[src/rtl/mpl_pkg.sv]
// Shared widths, codes, unit types and saturation helpers for the motor power limiter.
package mpl_pkg;

   // Field widths
   localparam int CUR_W      = 16;
   localparam int SPD_W      = 28;
   localparam int COEF_W     = 48;
   localparam int OFS_W      = 40;
   localparam int PF_W       = 17;
   localparam int PWR_W      = 48;
   localparam int STAT_W     = 2;
   localparam int CSR_IDX_W  = 3;
   localparam int CSR_DATA_W = 48;

   // Internal arithmetic: saturated terms live in +-2^61
   localparam int SUM_W  = 63;
   localparam int MAG_W  = 62;
   localparam int PROD_W = 2 * MAG_W;
   localparam int SH_W   = 6;
   localparam int CNT_W  = 6;
   localparam int WW_W   = 55;
   localparam int IW_W   = 44;
   localparam int II_W   = 31;
   localparam int B_W    = 36;

   // Square root
   localparam int ROOT_ITERATIONS = 32;
   localparam int ROOT_W     = 32;
   localparam int RAD_W      = 2 * ROOT_W;
   localparam int SREM_W     = ROOT_W + 3;
   localparam int SQRT_STEPS = (ROOT_ITERATIONS < ROOT_W) ? ROOT_ITERATIONS : ROOT_W;
   localparam int SQRT_CNT_W = $clog2(SQRT_STEPS);

   // Root quotients
   localparam int FRAC_SH = 23;
   localparam int NDIFF_W = B_W + 2;
   localparam int NUM_W   = NDIFF_W + FRAC_SH - 1;
   localparam int DEN_W   = COEF_W;

   localparam logic [MAG_W-1:0] LIM_MAG = MAG_W'(1) << 61;
   localparam logic signed [SUM_W:0] SUM_HI = 64'sh2000_0000_0000_0000;
   localparam logic signed [SUM_W:0] SUM_LO = -SUM_HI;
   localparam logic [PF_W-1:0] PF_ONE = PF_W'(65536);

   // Multiplier shift amounts
   localparam logic [SH_W-1:0] SH_NONE = SH_W'(0);
   localparam logic [SH_W-1:0] SH_PF   = SH_W'(16);
   localparam logic [SH_W-1:0] SH_KC   = SH_W'(22);
   localparam logic [SH_W-1:0] SH_K2   = SH_W'(24);
   localparam logic [SH_W-1:0] SH_K0   = SH_W'(40);
   localparam logic [SH_W-1:0] SH_K1   = SH_W'(56);

   typedef enum logic [STAT_W-1:0] {
      LS_PASS   = 2'd0,
      LS_LIMIT  = 2'd1,
      LS_NOROOT = 2'd2,
      LS_K2ZERO = 2'd3
   } limit_status_type;

   typedef enum logic [CSR_IDX_W-1:0] {
      CSR_COEF_CURRENT_SPEED = 3'd0,
      CSR_COEF_SPEED_SQ      = 3'd1,
      CSR_COEF_CURRENT_SQ    = 3'd2,
      CSR_POWER_OFFSET       = 3'd3,
      CSR_POWER_FACTOR       = 3'd4
   } csr_index_type;

   typedef enum logic [4:0] {
      S_IDLE, S_WW, S_IW, S_II, S_T1, S_M0, S_M2, S_PWR, S_DEC,
      S_B, S_FP, S_BB, S_KC, S_DISC, S_SQRT, S_DIV1, S_DIV2, S_PICK, S_OUT
   } state_type;

   typedef enum logic [1:0] {
      PH_IDLE, PH_RUN, PH_SHIFT, PH_FIN
   } phase_type;

   typedef struct packed {
      logic             start;
      logic [MAG_W-1:0] a;
      logic [MAG_W-1:0] b;
      logic             neg;
      logic [SH_W-1:0]  shift;
   } mul_req_type;

   typedef struct packed {
      logic                    done;
      logic signed [SUM_W-1:0] value;
   } mul_rsp_type;

   typedef struct packed {
      logic             start;
      logic [NUM_W-1:0] num;
      logic [DEN_W-1:0] den;
      logic             neg;
   } div_req_type;

   typedef struct packed {
      logic                  done;
      logic signed [NUM_W:0] value;
   } div_rsp_type;

   function automatic logic signed [SUM_W-1:0] sadd(input logic signed [SUM_W-1:0] a,
                                                    input logic signed [SUM_W-1:0] b);
      logic signed [SUM_W:0] s;
      s = '0;
      s = (SUM_W+1)'(a) + (SUM_W+1)'(b);
      if (s > SUM_HI) s = SUM_HI;
      if (s < SUM_LO) s = SUM_LO;
      return s[SUM_W-1:0];
   endfunction

   function automatic logic [MAG_W-1:0] mag_of(input logic signed [SUM_W-1:0] v);
      logic signed [SUM_W-1:0] t;
      t = (v < 0) ? -v : v;
      return t[MAG_W-1:0];
   endfunction

   function automatic logic signed [PWR_W-1:0] sat_pwr(input logic signed [SUM_W-1:0] v);
      logic signed [SUM_W-1:0] hi;
      logic signed [SUM_W-1:0] lo;
      hi = SUM_W'((64'sd1 <<< (PWR_W-1)) - 64'sd1);
      lo = -SUM_W'(64'sd1 <<< (PWR_W-1));
      if (v > hi) return hi[PWR_W-1:0];
      if (v < lo) return lo[PWR_W-1:0];
      return v[PWR_W-1:0];
   endfunction

   function automatic logic signed [CUR_W-1:0] sat_cur(input logic signed [NUM_W:0] v);
      logic signed [NUM_W:0] hi;
      logic signed [NUM_W:0] lo;
      hi = (NUM_W+1)'(32767);
      lo = -(NUM_W+1)'(32768);
      if (v > hi) return hi[CUR_W-1:0];
      if (v < lo) return lo[CUR_W-1:0];
      return v[CUR_W-1:0];
   endfunction

endpackage

[src/rtl/mpl_if.sv]
// Request and response channel interfaces of the motor power limiter.
interface mpl_req_if;
   logic                                   valid;
   logic                                   ready;
   logic signed [mpl_pkg::CUR_W-1:0]       commanded_current;
   logic signed [mpl_pkg::SPD_W-1:0]       shaft_speed;
   modport source (output valid, commanded_current, shaft_speed, input ready);
   modport sink (input valid, commanded_current, shaft_speed, output ready);
endinterface

interface mpl_rsp_if;
   logic                                   valid;
   logic                                   ready;
   logic signed [mpl_pkg::CUR_W-1:0]       limited_current;
   logic signed [mpl_pkg::PWR_W-1:0]       est_power;
   logic [mpl_pkg::STAT_W-1:0]             limit_status;
   modport source (output valid, limited_current, est_power, limit_status, input ready);
   modport sink (input valid, limited_current, est_power, limit_status, output ready);
endinterface

[src/rtl/motor_power_limiter_core.sv]
// Top level of the motor power limiter: sequencer, square root and configuration registers.
//
// Usage
//  - req_bus carries one word: commanded current and shaft speed. It is taken
//    (valid and ready high) only while the sequencer is idle.
//  - rsp_bus carries one word per request: limited current, power estimate and
//    status. The result sits in an output register; a new request is taken
//    while it waits, and a finished word waits in the last step until the
//    output register is free, so a stalled receiver only holds up the next word.
//  - csr_* writes the five registers (index as listed in the package); write only
//    while no word is in flight. Unused indexes are ignored.
//  - Arithmetic: the work runs through one shared bit-serial multiplier and one
//    bit-serial divider. A word that passes through needs six products; a limited
//    word needs ten products, a 32-step square root and two quotients.
//  - Reset (synchronous, active high) restores the register defaults, clears the
//    last limited current and empties the output register.
module motor_power_limiter_core (
   input  logic                               clock,
   input  logic                               reset,
   mpl_req_if.sink                            req_bus,
   mpl_rsp_if.source                          rsp_bus,
   input  logic                               csr_write_enable,
   input  logic [mpl_pkg::CSR_IDX_W-1:0]      csr_index,
   input  logic [mpl_pkg::CSR_DATA_W-1:0]     csr_write_data
);
   import mpl_pkg::*;

   // configuration
   logic signed [COEF_W-1:0] k0_ff, k1_ff, k2_ff;
   logic signed [OFS_W-1:0]  ofs_ff;
   logic [PF_W-1:0]          pf_ff;

   // sequencer
   state_type                state_ff, state_in;
   logic                     issued_ff, issued_in;
   logic signed [CUR_W-1:0]  cur_ff, cur_in;
   logic signed [SPD_W-1:0]  spd_ff, spd_in;
   logic [WW_W-1:0]          ww_ff, ww_in;
   logic signed [IW_W-1:0]   iw_ff, iw_in;
   logic [II_W-1:0]          ii_ff, ii_in;
   logic signed [SUM_W-1:0]  t1_ff, t1_in;
   logic signed [SUM_W-1:0]  acc_ff, acc_in;
   logic signed [SUM_W-1:0]  d_ff, d_in;
   logic signed [PWR_W-1:0]  p_ff, p_in;
   logic signed [B_W-1:0]    b_ff, b_in;
   logic [ROOT_W-1:0]        h_ff, h_in;
   logic signed [NUM_W:0]    r1_ff, r1_in;
   logic signed [NUM_W:0]    r2_ff, r2_in;
   logic signed [CUR_W-1:0]  last_ff, last_in;
   logic signed [CUR_W-1:0]  res_cur_ff, res_cur_in;
   limit_status_type         res_stat_ff, res_stat_in;

   // square root
   logic [RAD_W-1:0]         rad_ff, rad_in;
   logic [SREM_W-1:0]        srem_ff, srem_in;
   logic [ROOT_W-1:0]        root_ff, root_in;
   logic [SQRT_CNT_W-1:0]    step_ff, step_in;
   logic [SREM_W-1:0]        srem_t, trial;

   // output register
   logic                     rsp_valid_ff, rsp_valid_in;
   logic signed [CUR_W-1:0]  rsp_cur_ff, rsp_cur_in;
   logic signed [PWR_W-1:0]  rsp_pwr_ff, rsp_pwr_in;
   limit_status_type         rsp_stat_ff, rsp_stat_in;

   mul_req_type              mul_req;
   mul_rsp_type              mul_rsp;
   div_req_type              div_req;
   div_rsp_type              div_rsp;

   logic                     mul_state, div_state;
   logic signed [NDIFF_W-1:0] diff1, diff2;
   logic signed [NUM_W:0]    num1, num2, numx;
   logic signed [NUM_W:0]    m1, m2, pick;
   logic signed [SUM_W-1:0]  mv;

   mpl_mul u_mul (.clock(clock), .reset(reset), .req(mul_req), .rsp(mul_rsp));
   mpl_div u_div (.clock(clock), .reset(reset), .req(div_req), .rsp(div_rsp));

   // configuration writes
   always_ff @(posedge clock) begin
      if (reset) begin
         k0_ff  <= '0;
         k1_ff  <= '0;
         k2_ff  <= '0;
         ofs_ff <= '0;
         pf_ff  <= PF_ONE;
      end else if (csr_write_enable) begin
         case (csr_index)
            CSR_COEF_CURRENT_SPEED: k0_ff  <= csr_write_data[COEF_W-1:0];
            CSR_COEF_SPEED_SQ:      k1_ff  <= csr_write_data[COEF_W-1:0];
            CSR_COEF_CURRENT_SQ:    k2_ff  <= csr_write_data[COEF_W-1:0];
            CSR_POWER_OFFSET:       ofs_ff <= csr_write_data[OFS_W-1:0];
            CSR_POWER_FACTOR:       pf_ff  <= csr_write_data[PF_W-1:0];
            default: ;
         endcase
      end
   end

   always_ff @(posedge clock) begin
      if (reset) begin
         state_ff     <= S_IDLE;
         issued_ff    <= 1'b0;
         last_ff      <= '0;
         rsp_valid_ff <= 1'b0;
      end else begin
         state_ff     <= state_in;
         issued_ff    <= issued_in;
         last_ff      <= last_in;
         rsp_valid_ff <= rsp_valid_in;
      end
   end

   always_ff @(posedge clock) begin
      cur_ff      <= cur_in;
      spd_ff      <= spd_in;
      ww_ff       <= ww_in;
      iw_ff       <= iw_in;
      ii_ff       <= ii_in;
      t1_ff       <= t1_in;
      acc_ff      <= acc_in;
      d_ff        <= d_in;
      p_ff        <= p_in;
      b_ff        <= b_in;
      h_ff        <= h_in;
      r1_ff       <= r1_in;
      r2_ff       <= r2_in;
      res_cur_ff  <= res_cur_in;
      res_stat_ff <= res_stat_in;
      rad_ff      <= rad_in;
      srem_ff     <= srem_in;
      root_ff     <= root_in;
      step_ff     <= step_in;
      rsp_cur_ff  <= rsp_cur_in;
      rsp_pwr_ff  <= rsp_pwr_in;
      rsp_stat_ff <= rsp_stat_in;
   end

   // root numerators, (h - b) and (-b - h), scaled by 2^23
   always_comb begin
      diff1 = $signed({{(NDIFF_W-ROOT_W){1'b0}}, h_ff}) - NDIFF_W'(b_ff);
      diff2 = -NDIFF_W'(b_ff) - $signed({{(NDIFF_W-ROOT_W){1'b0}}, h_ff});
      num1  = {diff1, FRAC_SH'(0)};
      num2  = {diff2, FRAC_SH'(0)};
      numx  = (state_ff == S_DIV1) ? num1 : num2;
   end

   // root choice
   always_comb begin
      m1 = (r1_ff < 0) ? -r1_ff : r1_ff;
      m2 = (r2_ff < 0) ? -r2_ff : r2_ff;
      if ((r1_ff > 0 && r2_ff < 0) || (r1_ff < 0 && r2_ff > 0)) begin
         if ((last_ff > 0 && r1_ff > 0) || (last_ff < 0 && r1_ff < 0)) pick = r1_ff;
         else pick = r2_ff;
      end else begin
         pick = (m1 < m2) ? r1_ff : r2_ff;
      end
   end

   // one square-root digit
   always_comb begin
      srem_t = {srem_ff[SREM_W-3:0], rad_ff[RAD_W-1 -: 2]};
      trial  = {1'b0, root_ff, 2'b01};
   end

   always_comb begin
      state_in     = state_ff;
      issued_in    = issued_ff;
      cur_in       = cur_ff;
      spd_in       = spd_ff;
      ww_in        = ww_ff;
      iw_in        = iw_ff;
      ii_in        = ii_ff;
      t1_in        = t1_ff;
      acc_in       = acc_ff;
      d_in         = d_ff;
      p_in         = p_ff;
      b_in         = b_ff;
      h_in         = h_ff;
      r1_in        = r1_ff;
      r2_in        = r2_ff;
      last_in      = last_ff;
      res_cur_in   = res_cur_ff;
      res_stat_in  = res_stat_ff;
      rad_in       = rad_ff;
      srem_in      = srem_ff;
      root_in      = root_ff;
      step_in      = step_ff;
      rsp_cur_in   = rsp_cur_ff;
      rsp_pwr_in   = rsp_pwr_ff;
      rsp_stat_in  = rsp_stat_ff;
      rsp_valid_in = rsp_valid_ff && !rsp_bus.ready;
      mul_req      = '0;
      div_req      = '0;
      mv           = mul_rsp.value;

      mul_state = state_ff inside {S_WW, S_IW, S_II, S_T1, S_M0, S_M2, S_B, S_FP, S_BB, S_KC};
      div_state = state_ff inside {S_DIV1, S_DIV2};

      // one start per unit step, cleared on completion
      if (mul_state) begin
         mul_req.start = !issued_ff;
         issued_in     = !mul_rsp.done;
      end
      if (div_state) begin
         div_req.start = !issued_ff;
         issued_in     = !div_rsp.done;
         div_req.num   = numx[NUM_W] ? NUM_W'(-numx) : numx[NUM_W-1:0];
         div_req.den   = DEN_W'((k2_ff < 0) ? -k2_ff : k2_ff);
         div_req.neg   = numx[NUM_W] ^ k2_ff[COEF_W-1];
      end

      case (state_ff)
         S_IDLE: begin
            if (req_bus.valid) begin
               cur_in   = req_bus.commanded_current;
               spd_in   = req_bus.shaft_speed;
               state_in = S_WW;
            end
         end
         S_WW: begin
            mul_req.a     = mag_of(SUM_W'(spd_ff));
            mul_req.b     = mag_of(SUM_W'(spd_ff));
            mul_req.shift = SH_NONE;
            if (mul_rsp.done) begin
               ww_in    = mv[WW_W-1:0];
               state_in = S_IW;
            end
         end
         S_IW: begin
            mul_req.a     = mag_of(SUM_W'(cur_ff));
            mul_req.b     = mag_of(SUM_W'(spd_ff));
            mul_req.neg   = cur_ff[CUR_W-1] ^ spd_ff[SPD_W-1];
            mul_req.shift = SH_NONE;
            if (mul_rsp.done) begin
               iw_in    = mv[IW_W-1:0];
               state_in = S_II;
            end
         end
         S_II: begin
            mul_req.a     = mag_of(SUM_W'(cur_ff));
            mul_req.b     = mag_of(SUM_W'(cur_ff));
            mul_req.shift = SH_NONE;
            if (mul_rsp.done) begin
               ii_in    = mv[II_W-1:0];
               state_in = S_T1;
            end
         end
         S_T1: begin
            mul_req.a     = mag_of(SUM_W'(k1_ff));
            mul_req.b     = MAG_W'(ww_ff);
            mul_req.neg   = k1_ff[COEF_W-1];
            mul_req.shift = SH_K1;
            if (mul_rsp.done) begin
               t1_in    = mv;
               acc_in   = mv;
               state_in = S_M0;
            end
         end
         S_M0: begin
            mul_req.a     = mag_of(SUM_W'(k0_ff));
            mul_req.b     = mag_of(SUM_W'(iw_ff));
            mul_req.neg   = k0_ff[COEF_W-1] ^ iw_ff[IW_W-1];
            mul_req.shift = SH_K0;
            if (mul_rsp.done) begin
               acc_in   = sadd(acc_ff, mv);
               state_in = S_M2;
            end
         end
         S_M2: begin
            mul_req.a     = mag_of(SUM_W'(k2_ff));
            mul_req.b     = MAG_W'(ii_ff);
            mul_req.neg   = k2_ff[COEF_W-1];
            mul_req.shift = SH_K2;
            if (mul_rsp.done) begin
               acc_in   = sadd(acc_ff, mv);
               state_in = S_PWR;
            end
         end
         S_PWR: begin
            p_in     = sat_pwr(sadd(acc_ff, SUM_W'(ofs_ff)));
            state_in = S_DEC;
         end
         S_DEC: begin
            if (p_ff > 0 && pf_ff < PF_ONE) begin
               if (k2_ff == '0) begin
                  res_cur_in  = '0;
                  res_stat_in = LS_K2ZERO;
                  last_in     = '0;
                  state_in    = S_OUT;
               end else begin
                  state_in = S_B;
               end
            end else begin
               res_cur_in  = cur_ff;
               res_stat_in = LS_PASS;
               state_in    = S_OUT;
            end
         end
         S_B: begin
            mul_req.a     = mag_of(SUM_W'(k0_ff));
            mul_req.b     = mag_of(SUM_W'(spd_ff));
            mul_req.neg   = k0_ff[COEF_W-1] ^ spd_ff[SPD_W-1];
            mul_req.shift = SH_K0;
            if (mul_rsp.done) begin
               b_in     = mv[B_W-1:0];
               acc_in   = sadd(SUM_W'(ofs_ff), t1_ff);
               state_in = S_FP;
            end
         end
         S_FP: begin
            mul_req.a     = MAG_W'(pf_ff);
            mul_req.b     = mag_of(SUM_W'(p_ff));
            mul_req.shift = SH_PF;
            if (mul_rsp.done) begin
               acc_in   = sadd(acc_ff, -mv);
               state_in = S_BB;
            end
         end
         S_BB: begin
            mul_req.a     = mag_of(SUM_W'(b_ff));
            mul_req.b     = mag_of(SUM_W'(b_ff));
            mul_req.shift = SH_NONE;
            if (mul_rsp.done) begin
               d_in     = mv;
               state_in = S_KC;
            end
         end
         S_KC: begin
            mul_req.a     = mag_of(SUM_W'(k2_ff));
            mul_req.b     = mag_of(acc_ff);
            mul_req.neg   = k2_ff[COEF_W-1] ^ acc_ff[SUM_W-1];
            mul_req.shift = SH_KC;
            if (mul_rsp.done) begin
               d_in     = sadd(d_ff, -mv);
               state_in = S_DISC;
            end
         end
         S_DISC: begin
            if (d_ff < 0) begin
               res_cur_in  = '0;
               res_stat_in = LS_NOROOT;
               last_in     = '0;
               state_in    = S_OUT;
            end else begin
               rad_in   = {1'b0, d_ff};
               srem_in  = '0;
               root_in  = '0;
               step_in  = '0;
               state_in = S_SQRT;
            end
         end
         S_SQRT: begin
            if (srem_t >= trial) begin
               srem_in = srem_t - trial;
               root_in = {root_ff[ROOT_W-2:0], 1'b1};
            end else begin
               srem_in = srem_t;
               root_in = {root_ff[ROOT_W-2:0], 1'b0};
            end
            rad_in  = rad_ff << 2;
            step_in = step_ff + 1'b1;
            if (step_ff == SQRT_CNT_W'(SQRT_STEPS-1)) begin
               h_in     = root_in << (ROOT_W - SQRT_STEPS);
               state_in = S_DIV1;
            end
         end
         S_DIV1: begin
            if (div_rsp.done) begin
               r1_in    = div_rsp.value;
               state_in = S_DIV2;
            end
         end
         S_DIV2: begin
            if (div_rsp.done) begin
               r2_in    = div_rsp.value;
               state_in = S_PICK;
            end
         end
         S_PICK: begin
            res_cur_in  = sat_cur(pick);
            res_stat_in = LS_LIMIT;
            last_in     = sat_cur(pick);
            state_in    = S_OUT;
         end
         S_OUT: begin
            if (!rsp_valid_ff || rsp_bus.ready) begin
               rsp_cur_in   = res_cur_ff;
               rsp_pwr_in   = p_ff;
               rsp_stat_in  = res_stat_ff;
               rsp_valid_in = 1'b1;
               state_in     = S_IDLE;
            end
         end
         default: state_in = S_IDLE;
      endcase
   end

   assign req_bus.ready           = (state_ff == S_IDLE);
   assign rsp_bus.valid           = rsp_valid_ff;
   assign rsp_bus.limited_current = rsp_cur_ff;
   assign rsp_bus.est_power       = rsp_pwr_ff;
   assign rsp_bus.limit_status    = rsp_stat_ff;

endmodule

[src/rtl/mpl_mul.sv]
// Bit-serial magnitude multiplier with truncating shift and saturation to +-2^61.
module mpl_mul (
   input  logic                 clock,
   input  logic                 reset,
   input  mpl_pkg::mul_req_type req,
   output mpl_pkg::mul_rsp_type rsp
);
   import mpl_pkg::*;

   phase_type               phase_ff, phase_in;
   logic [PROD_W-1:0]       prod_ff, prod_in;
   logic [PROD_W-1:0]       shifted_ff, shifted_in;
   logic [MAG_W-1:0]        acnd_ff, acnd_in;
   logic                    neg_ff, neg_in;
   logic [SH_W-1:0]         sh_ff, sh_in;
   logic [CNT_W-1:0]        cnt_ff, cnt_in;
   logic signed [SUM_W-1:0] value_ff, value_in;
   logic                    done_ff, done_in;
   logic [MAG_W:0]          sum;
   logic [MAG_W-1:0]        mag;

   always_ff @(posedge clock) begin
      if (reset) begin
         phase_ff <= PH_IDLE;
         done_ff  <= 1'b0;
      end else begin
         phase_ff <= phase_in;
         done_ff  <= done_in;
      end
   end

   always_ff @(posedge clock) begin
      prod_ff    <= prod_in;
      shifted_ff <= shifted_in;
      acnd_ff    <= acnd_in;
      neg_ff     <= neg_in;
      sh_ff      <= sh_in;
      cnt_ff     <= cnt_in;
      value_ff   <= value_in;
   end

   always_comb begin
      phase_in   = phase_ff;
      prod_in    = prod_ff;
      shifted_in = shifted_ff;
      acnd_in    = acnd_ff;
      neg_in     = neg_ff;
      sh_in      = sh_ff;
      cnt_in     = cnt_ff;
      value_in   = value_ff;
      done_in    = 1'b0;
      sum        = '0;
      mag        = '0;
      case (phase_ff)
         PH_IDLE: begin
            if (req.start) begin
               prod_in  = {MAG_W'(0), req.b};
               acnd_in  = req.a;
               neg_in   = req.neg;
               sh_in    = req.shift;
               cnt_in   = '0;
               phase_in = PH_RUN;
            end
         end
         PH_RUN: begin
            // shift-add, one multiplier bit per cycle
            sum     = {1'b0, prod_ff[PROD_W-1:MAG_W]} + (prod_ff[0] ? {1'b0, acnd_ff} : '0);
            prod_in = {sum, prod_ff[MAG_W-1:1]};
            cnt_in  = cnt_ff + 1'b1;
            if (cnt_ff == CNT_W'(MAG_W-1)) phase_in = PH_SHIFT;
         end
         PH_SHIFT: begin
            shifted_in = prod_ff >> sh_ff;
            phase_in   = PH_FIN;
         end
         PH_FIN: begin
            mag      = (shifted_ff > PROD_W'(LIM_MAG)) ? LIM_MAG : shifted_ff[MAG_W-1:0];
            value_in = neg_ff ? -$signed({1'b0, mag}) : $signed({1'b0, mag});
            done_in  = 1'b1;
            phase_in = PH_IDLE;
         end
         default: phase_in = PH_IDLE;
      endcase
   end

   assign rsp.done  = done_ff;
   assign rsp.value = value_ff;

endmodule

[src/rtl/mpl_div.sv]
// Restoring bit-serial divider, quotient truncated toward zero.
module mpl_div (
   input  logic                 clock,
   input  logic                 reset,
   input  mpl_pkg::div_req_type req,
   output mpl_pkg::div_rsp_type rsp
);
   import mpl_pkg::*;

   phase_type             phase_ff, phase_in;
   logic [DEN_W:0]        rem_ff, rem_in;
   logic [NUM_W-1:0]      quo_ff, quo_in;
   logic [DEN_W-1:0]      den_ff, den_in;
   logic                  neg_ff, neg_in;
   logic [CNT_W-1:0]      cnt_ff, cnt_in;
   logic signed [NUM_W:0] value_ff, value_in;
   logic                  done_ff, done_in;
   logic [DEN_W:0]        trial;

   always_ff @(posedge clock) begin
      if (reset) begin
         phase_ff <= PH_IDLE;
         done_ff  <= 1'b0;
      end else begin
         phase_ff <= phase_in;
         done_ff  <= done_in;
      end
   end

   always_ff @(posedge clock) begin
      rem_ff   <= rem_in;
      quo_ff   <= quo_in;
      den_ff   <= den_in;
      neg_ff   <= neg_in;
      cnt_ff   <= cnt_in;
      value_ff <= value_in;
   end

   always_comb begin
      phase_in = phase_ff;
      rem_in   = rem_ff;
      quo_in   = quo_ff;
      den_in   = den_ff;
      neg_in   = neg_ff;
      cnt_in   = cnt_ff;
      value_in = value_ff;
      done_in  = 1'b0;
      trial    = {rem_ff[DEN_W-1:0], quo_ff[NUM_W-1]};
      case (phase_ff)
         PH_IDLE: begin
            if (req.start) begin
               rem_in   = '0;
               quo_in   = req.num;
               den_in   = req.den;
               neg_in   = req.neg;
               cnt_in   = '0;
               phase_in = PH_RUN;
            end
         end
         PH_RUN: begin
            if (trial >= {1'b0, den_ff}) begin
               rem_in = trial - {1'b0, den_ff};
               quo_in = {quo_ff[NUM_W-2:0], 1'b1};
            end else begin
               rem_in = trial;
               quo_in = {quo_ff[NUM_W-2:0], 1'b0};
            end
            cnt_in = cnt_ff + 1'b1;
            if (cnt_ff == CNT_W'(NUM_W-1)) phase_in = PH_FIN;
         end
         PH_FIN: begin
            value_in = neg_ff ? -$signed({1'b0, quo_ff}) : $signed({1'b0, quo_ff});
            done_in  = 1'b1;
            phase_in = PH_IDLE;
         end
         default: phase_in = PH_IDLE;
      endcase
   end

   assign rsp.done  = done_ff;
   assign rsp.value = value_ff;

endmodule

[src/flat_wrapper.sv]
// flat-port wrapper written by rule: the top's interface ports become plain ports
module motor_power_limiter_core_flat import mpl_pkg::*;
  (clock, reset, csr_write_enable, csr_index, csr_write_data, req_bus_valid, req_bus_commanded_current, req_bus_shaft_speed, req_bus_ready, rsp_bus_valid, rsp_bus_limited_current, rsp_bus_est_power, rsp_bus_limit_status, rsp_bus_ready);
  mpl_req_if req_bus_i ();
  mpl_rsp_if rsp_bus_i ();
  input  logic clock;
  input  logic reset;
  input  logic csr_write_enable;
  input  logic [mpl_pkg::CSR_IDX_W-1:0] csr_index;
  input  logic [mpl_pkg::CSR_DATA_W-1:0] csr_write_data;
  input wire logic [$bits(req_bus_i.valid)-1:0] req_bus_valid;
  input wire logic [$bits(req_bus_i.commanded_current)-1:0] req_bus_commanded_current;
  input wire logic [$bits(req_bus_i.shaft_speed)-1:0] req_bus_shaft_speed;
  output wire logic [$bits(req_bus_i.ready)-1:0] req_bus_ready;
  output wire logic [$bits(rsp_bus_i.valid)-1:0] rsp_bus_valid;
  output wire logic [$bits(rsp_bus_i.limited_current)-1:0] rsp_bus_limited_current;
  output wire logic [$bits(rsp_bus_i.est_power)-1:0] rsp_bus_est_power;
  output wire logic [$bits(rsp_bus_i.limit_status)-1:0] rsp_bus_limit_status;
  input wire logic [$bits(rsp_bus_i.ready)-1:0] rsp_bus_ready;
  assign req_bus_i.valid = req_bus_valid;
  assign req_bus_i.commanded_current = req_bus_commanded_current;
  assign req_bus_i.shaft_speed = req_bus_shaft_speed;
  assign req_bus_ready = req_bus_i.ready;
  assign rsp_bus_valid = rsp_bus_i.valid;
  assign rsp_bus_limited_current = rsp_bus_i.limited_current;
  assign rsp_bus_est_power = rsp_bus_i.est_power;
  assign rsp_bus_limit_status = rsp_bus_i.limit_status;
  assign rsp_bus_i.ready = rsp_bus_ready;
  motor_power_limiter_core u_core (.clock(clock), .reset(reset), .req_bus(req_bus_i), .rsp_bus(rsp_bus_i), .csr_write_enable(csr_write_enable), .csr_index(csr_index), .csr_write_data(csr_write_data));
endmodule
[config.mk]
export PLATFORM = sky130hd
export DESIGN_NAME = motor_power_limiter_core_flat
export DESIGN_NICKNAME = d
export VERILOG_FILES = /design/src/rtl/mpl_pkg.sv /design/src/rtl/mpl_if.sv /design/src/rtl/motor_power_limiter_core.sv /design/src/rtl/mpl_mul.sv /design/src/rtl/mpl_div.sv /design/src/flat_wrapper.sv
export SDC_FILE = /design/constraint.sdc
export NUM_CORES = 2
export LEC_CHECK = 0
export BUFFER_PORTS_ARGS = -buffer_cell sky130_fd_sc_hd__buf_2
export CAP_MARGIN = 25
export CORE_MARGIN = 8
export CORE_UTILIZATION = 30
export CTS_CLUSTER_SIZE = 30
export DETAILED_ROUTE_END_ITERATION = 8
export GPL_TIMING_DRIVEN = 0
export PLACE_DENSITY_LB_ADDON = 0.05
export SETUP_SLACK_MARGIN = 0.4
export SLEW_MARGIN = 5
export SYNTH_ARGS = -nofsm -noshare
export SYNTH_HDL_FRONTEND = slang
export SYNTH_SLANG_ARGS = --single-unit
[constraint.sdc]
create_clock -name clock -period 34.3 [get_ports clock]
set_input_delay 1.715 -clock clock [delete_from_list [all_inputs] [get_ports clock]]
set_output_delay 1.715 -clock clock [all_outputs]
set_load 0.02 [all_outputs]
==> results.rst <==
.. list-table::
   :header-rows: 1

   * - Metric
     - Value
   * - Critical path startpoint category
     - register
   * - Critical path depth
     - 31
   * - Via count normalized by instance count
     - 5.66
   * - Number of global-route vias before repair
     - 101000
   * - Outcome
     - finished, final reports clean
   * - Total routing usage reported by global routing
     - 0.263
   * - Origin of the critical flop-to-flop path
     - u_core.u_mul.value_ff[15]
   * - Final-report hold violation count
     - 0
   * - Die height
     - 637 µm
   * - Kind of critical path
     - register to register
   * - Number of input and output port buffers inserted
     - 166
   * - Maximum fanout encountered on the critical timing path
     - 10
   * - Cell Pwr Density
     - 62.0 nW/µm²
   * - Die outline area
     - 406000 µm²
   * - Transition time of the tightest slew-check pin
     - 1.26 ns
   * - Yosys warnings
     - 0
   * - Total Neg Setup Slack
     - 0 ns
   * - Initial DRT Pass Iterations
     - 6
   * - Count of filler cells inserted in the layout
     - 39600
   * - Source-to-sink clock delay at the later pin of the worst-skew pair
     - 1.00 ns
   * - Yosys top cell area share
     - 0.370
   * - Final period utilization
     - 0.316
   * - Initial antenna violation count
     - 65
   * - Final Skew
     - 0.132 ns
   * - Sequential standard cell area
     - 47500 µm²
   * - Maximum vdd drop
     - 0.0000757 V
   * - PostCTS Resize Cnt
     - 0
   * - Die width
     - 637 µm
   * - Max Clk Rate
     - 0.0922 GHz
   * - Per-cell routed wire length
     - 30.9 µm
   * - Hold path cells
     - 0
   * - Maximum number of pins on one net before global-route repair
     - 64
   * - Async set or reset register ratio after synthesis
     - 0
   * - Clock transition at the registers of the reported paths
     - 0.06 ns
   * - Total number of clock tree sinks
     - 1657
   * - Clock tree from TritonCTS
     - yes
   * - Shortest period the worst path allows
     - 10.84 ns
   * - Number of nets at the end of the flow
     - 13700
   * - Number of non-filler instances in the completed layout
     - 18200
   * - Count of vias placed by the detailed router
     - 103000
   * - Post-synthesis register bit count
     - 1657
   * - Relative slew slack
     - 0.150
   * - Critical path endpoint category
     - register
   * - Io pins
     - 168
   * - Cell total after placement
     - 17700
   * - First-pass GRT wire length
     - 774 mm
   * - Root cell of the clock tree
     - sky130_fd_sc_hd__clkbuf_16
   * - Setup Buffers After CTS
     - 0
   * - CTS H-tree depth
     - 4
   * - GR Overflow Total
     - 0
   * - Delay of the slowest cell on the worst path
     - 0.84 ns
   * - Worst min-delay path endpoint
     - u_core.rsp_bus.limited_current[10]
   * - Layout Area Growth over Synthesis
     - 14.5%
   * - Commonest non-fill, non-tap cell in the layout
     - sky130_fd_sc_hd__nand2_1
   * - Critical register-to-register path endpoint
     - u_core.acc_ff[60]
   * - Largest delay contributor family on the critical path
     - simple AND/OR/NAND/NOR gates
   * - Synthesized netlist cell count
     - 12400
   * - Primary FF master, synth
     - sky130_fd_sc_hd__edfxtp_1
   * - Routed WL
     - 561 mm
   * - Final Max Tran Viols
     - 0
   * - Iteration-0 DRC Markers
     - 10200
   * - Worst-case register-to-register setup slack
     - 23.46 ns
   * - Proportion of synthesized chip area in sequential cells
     - 0.410
   * - Biggest area consumer among synthesized cells
     - sky130_fd_sc_hd__edfxtp_1
   * - Required time at the endpoint of the critical path
     - 34.93 ns
   * - Worst hold margin
     - 0.424 ns
   * - Share of post-route cells with drive strength above 1
     - 0.0713
   * - Number of nets still failing antenna checks after routing
     - 0
   * - Crit path buf inv count
     - 4
   * - Cell area after technology mapping
     - 116000 µm²
   * - R2R cell count
     - 31
   * - Routability cong.
     - 0.961
   * - Cell types occupying the most area after synthesis
     - sky130_fd_sc_hd__edfxtp_1 (37%), sky130_fd_sc_hd__ha_1 (7.0%), sky130_fd_sc_hd__nand2_1 (5.0%)
   * - Top library cells by usage in the layout, fill and taps aside
     - sky130_fd_sc_hd__nand2_1 (1541), sky130_fd_sc_hd__edfxtp_1 (1427), sky130_fd_sc_hd__a21oi_1 (938)
   * - Number of synthesized flops with an enable pin
     - 1427
   * - Count of unresolved DRC violations after routing
     - 0
   * - Worst path setup slack after routing
     - 23.46 ns
   * - Footprint of the multi-input gates
     - 64800 µm²
   * - Number of buffers added by the clock tree synthesis step
     - 214
   * - Final setup violation count
     - 0
   * - Type of the worst min-delay path
     - register to register
   * - Launch instance of the worst min-delay path
     - u_core.res_cur_ff[10]
   * - Total power consumption of the routed design
     - 8220 µW
   * - Hpwl dp
     - 463 mm
   * - Total of hold buffers inserted after clock tree synthesis
     - 0
   * - Rows
     - 228
   * - Count of distinct cell types in the synthesized netlist
     - 110
   * - Starting Density
     - 0.301
   * - Max Cap Violations
     - 0
   * - Total leakage power
     - 0.0487 µW
   * - RSZ-0062 raised after global routing
     - no
   * - Max clock buf depth
     - 4
   * - Placement-stage worst setup slack
     - 23.59 ns
   * - Core Region
     - 385000 µm²
   * - Syn avg cell area
     - 9.36 µm²
   * - Library cell contributing the largest single delay on the critical path
     - sky130_fd_sc_hd__edfxtp_1
   * - Arrival time reported for the critical path endpoint
     - 11.47 ns
## worst reg2reg max path: cells and delay by family, from the launching register on
kind            cells  cell delay [ns]
simple gates       16             4.69
flops               1             0.84
buf+inv             4             1.46
xor+xnor            2             0.55
fa+ha+maj           1             0.35
compound gates      8             2.61
## metal layers
layer	routed length, µm	part of all wire	vias to the layer above	GRT usage
met1	245000	0.44	51300	0.348
li1	-	-	47200	-
met4	33600	0.060	8	0.136
met3	29600	0.053	826	0.0286
met5	48	0.000086	-	0
met2	253000	0.45	3563	0.426
## worst max path at each step
stage | end | startpoint | slack [ns]
2_1_floorplan | u_core.rad_ff[0] | u_core.state_ff[2] | 23.39
3_5_place_dp | u_core.acc_ff[2] | u_core.u_mul.value_ff[15] | 23.59
3_3_place_gp | u_core.rad_ff[59] | u_core.state_ff[1] | 17.15
5_1_grt | u_core.acc_ff[2] | u_core.u_mul.value_ff[15] | 23.04
4_1_cts | u_core.acc_ff[2] | u_core.u_mul.value_ff[15] | 23.48
6_report | u_core.acc_ff[60] | u_core.u_mul.value_ff[15] | 23.46
## cells by family after synthesis
| kind of cell | synth area share |
|---|---|
| and+or+nand+nor | 0.169 |
| other | 0.0000324 |
| adders and majority gates | 0.0715 |
| buffers and inverters | 0.0325 |
| AOI/OAI and AO/OA | 0.196 |
| DFF | 0.410 |
| xor gates and xnor gates | 0.0833 |
| muxes | 0.0378 |
## power breakdown
| part | internal [µW] | switching, µW | leakage, µW | total (µW) |
|---|---|---|---|---|
| sequential | 2610 | 342 | 0.0148 | 2950 |
| combinational | 957 | 1920 | 0.0304 | 2880 |
| clock | 1380 | 1000 | 0.00352 | 2380 |
## cell usage after synthesis (all sizes together) (30+ instances only)
cell     number
o21a         90
or2          67
o21bai       75
a31oi        97
or4         121
nor4        138
a21o        346
nand2      1542
xnor2       593
a2111oi      33
nand2b      114
o211ai       75
o221ai       69
ha          647
o22a         47
o41ai        92
a221oi       46
nor2        933
mux4         50
and2        174
nor3        208
o31ai       259
inv         390
mux2i       286
buf          76
mux2         34
a211o        34
a211oi      130
a21oi       942
o22ai       115
and3         72
clkbuf      528
a311oi       30
or3         161
nand4       157
nand3       195
dfxtp       230
o21ai       710
nor2b       103
edfxtp     1427
xor2        507
## flip-flops by register name, summed over array words and instances (netlist names), 62 cells and up
register	count
u_core.d_ff	63
u_core.t1_ff	63
u_core.acc_ff	63
u_core.u_mul.shifted_ff	124
u_core.u_mul.value_ff	63
u_core.u_mul.acnd_ff	62
u_core.rad_ff	64
u_core.u_mul.prod_ff	124
## final cells by class
class	count	area share
multi-input combinational	9726	0.489
sequential	1657	0.358
tap	5060	0.0478
clock buffer	267	0.0438
timing repair buffer	301	0.0213
buffer	604	0.0174
inverter	391	0.0111
clock inverter	132	0.0110
antenna	35	0.000661
## per-stage QoR
stage                util  instance area, µm²
floorplan               -              116000
global placement    0.319              123000
detailed placement  0.325              125000
CTS                 0.344              132000
global route        0.344              132000
finish              0.344              133000
(Power assumes the default switching activity.)
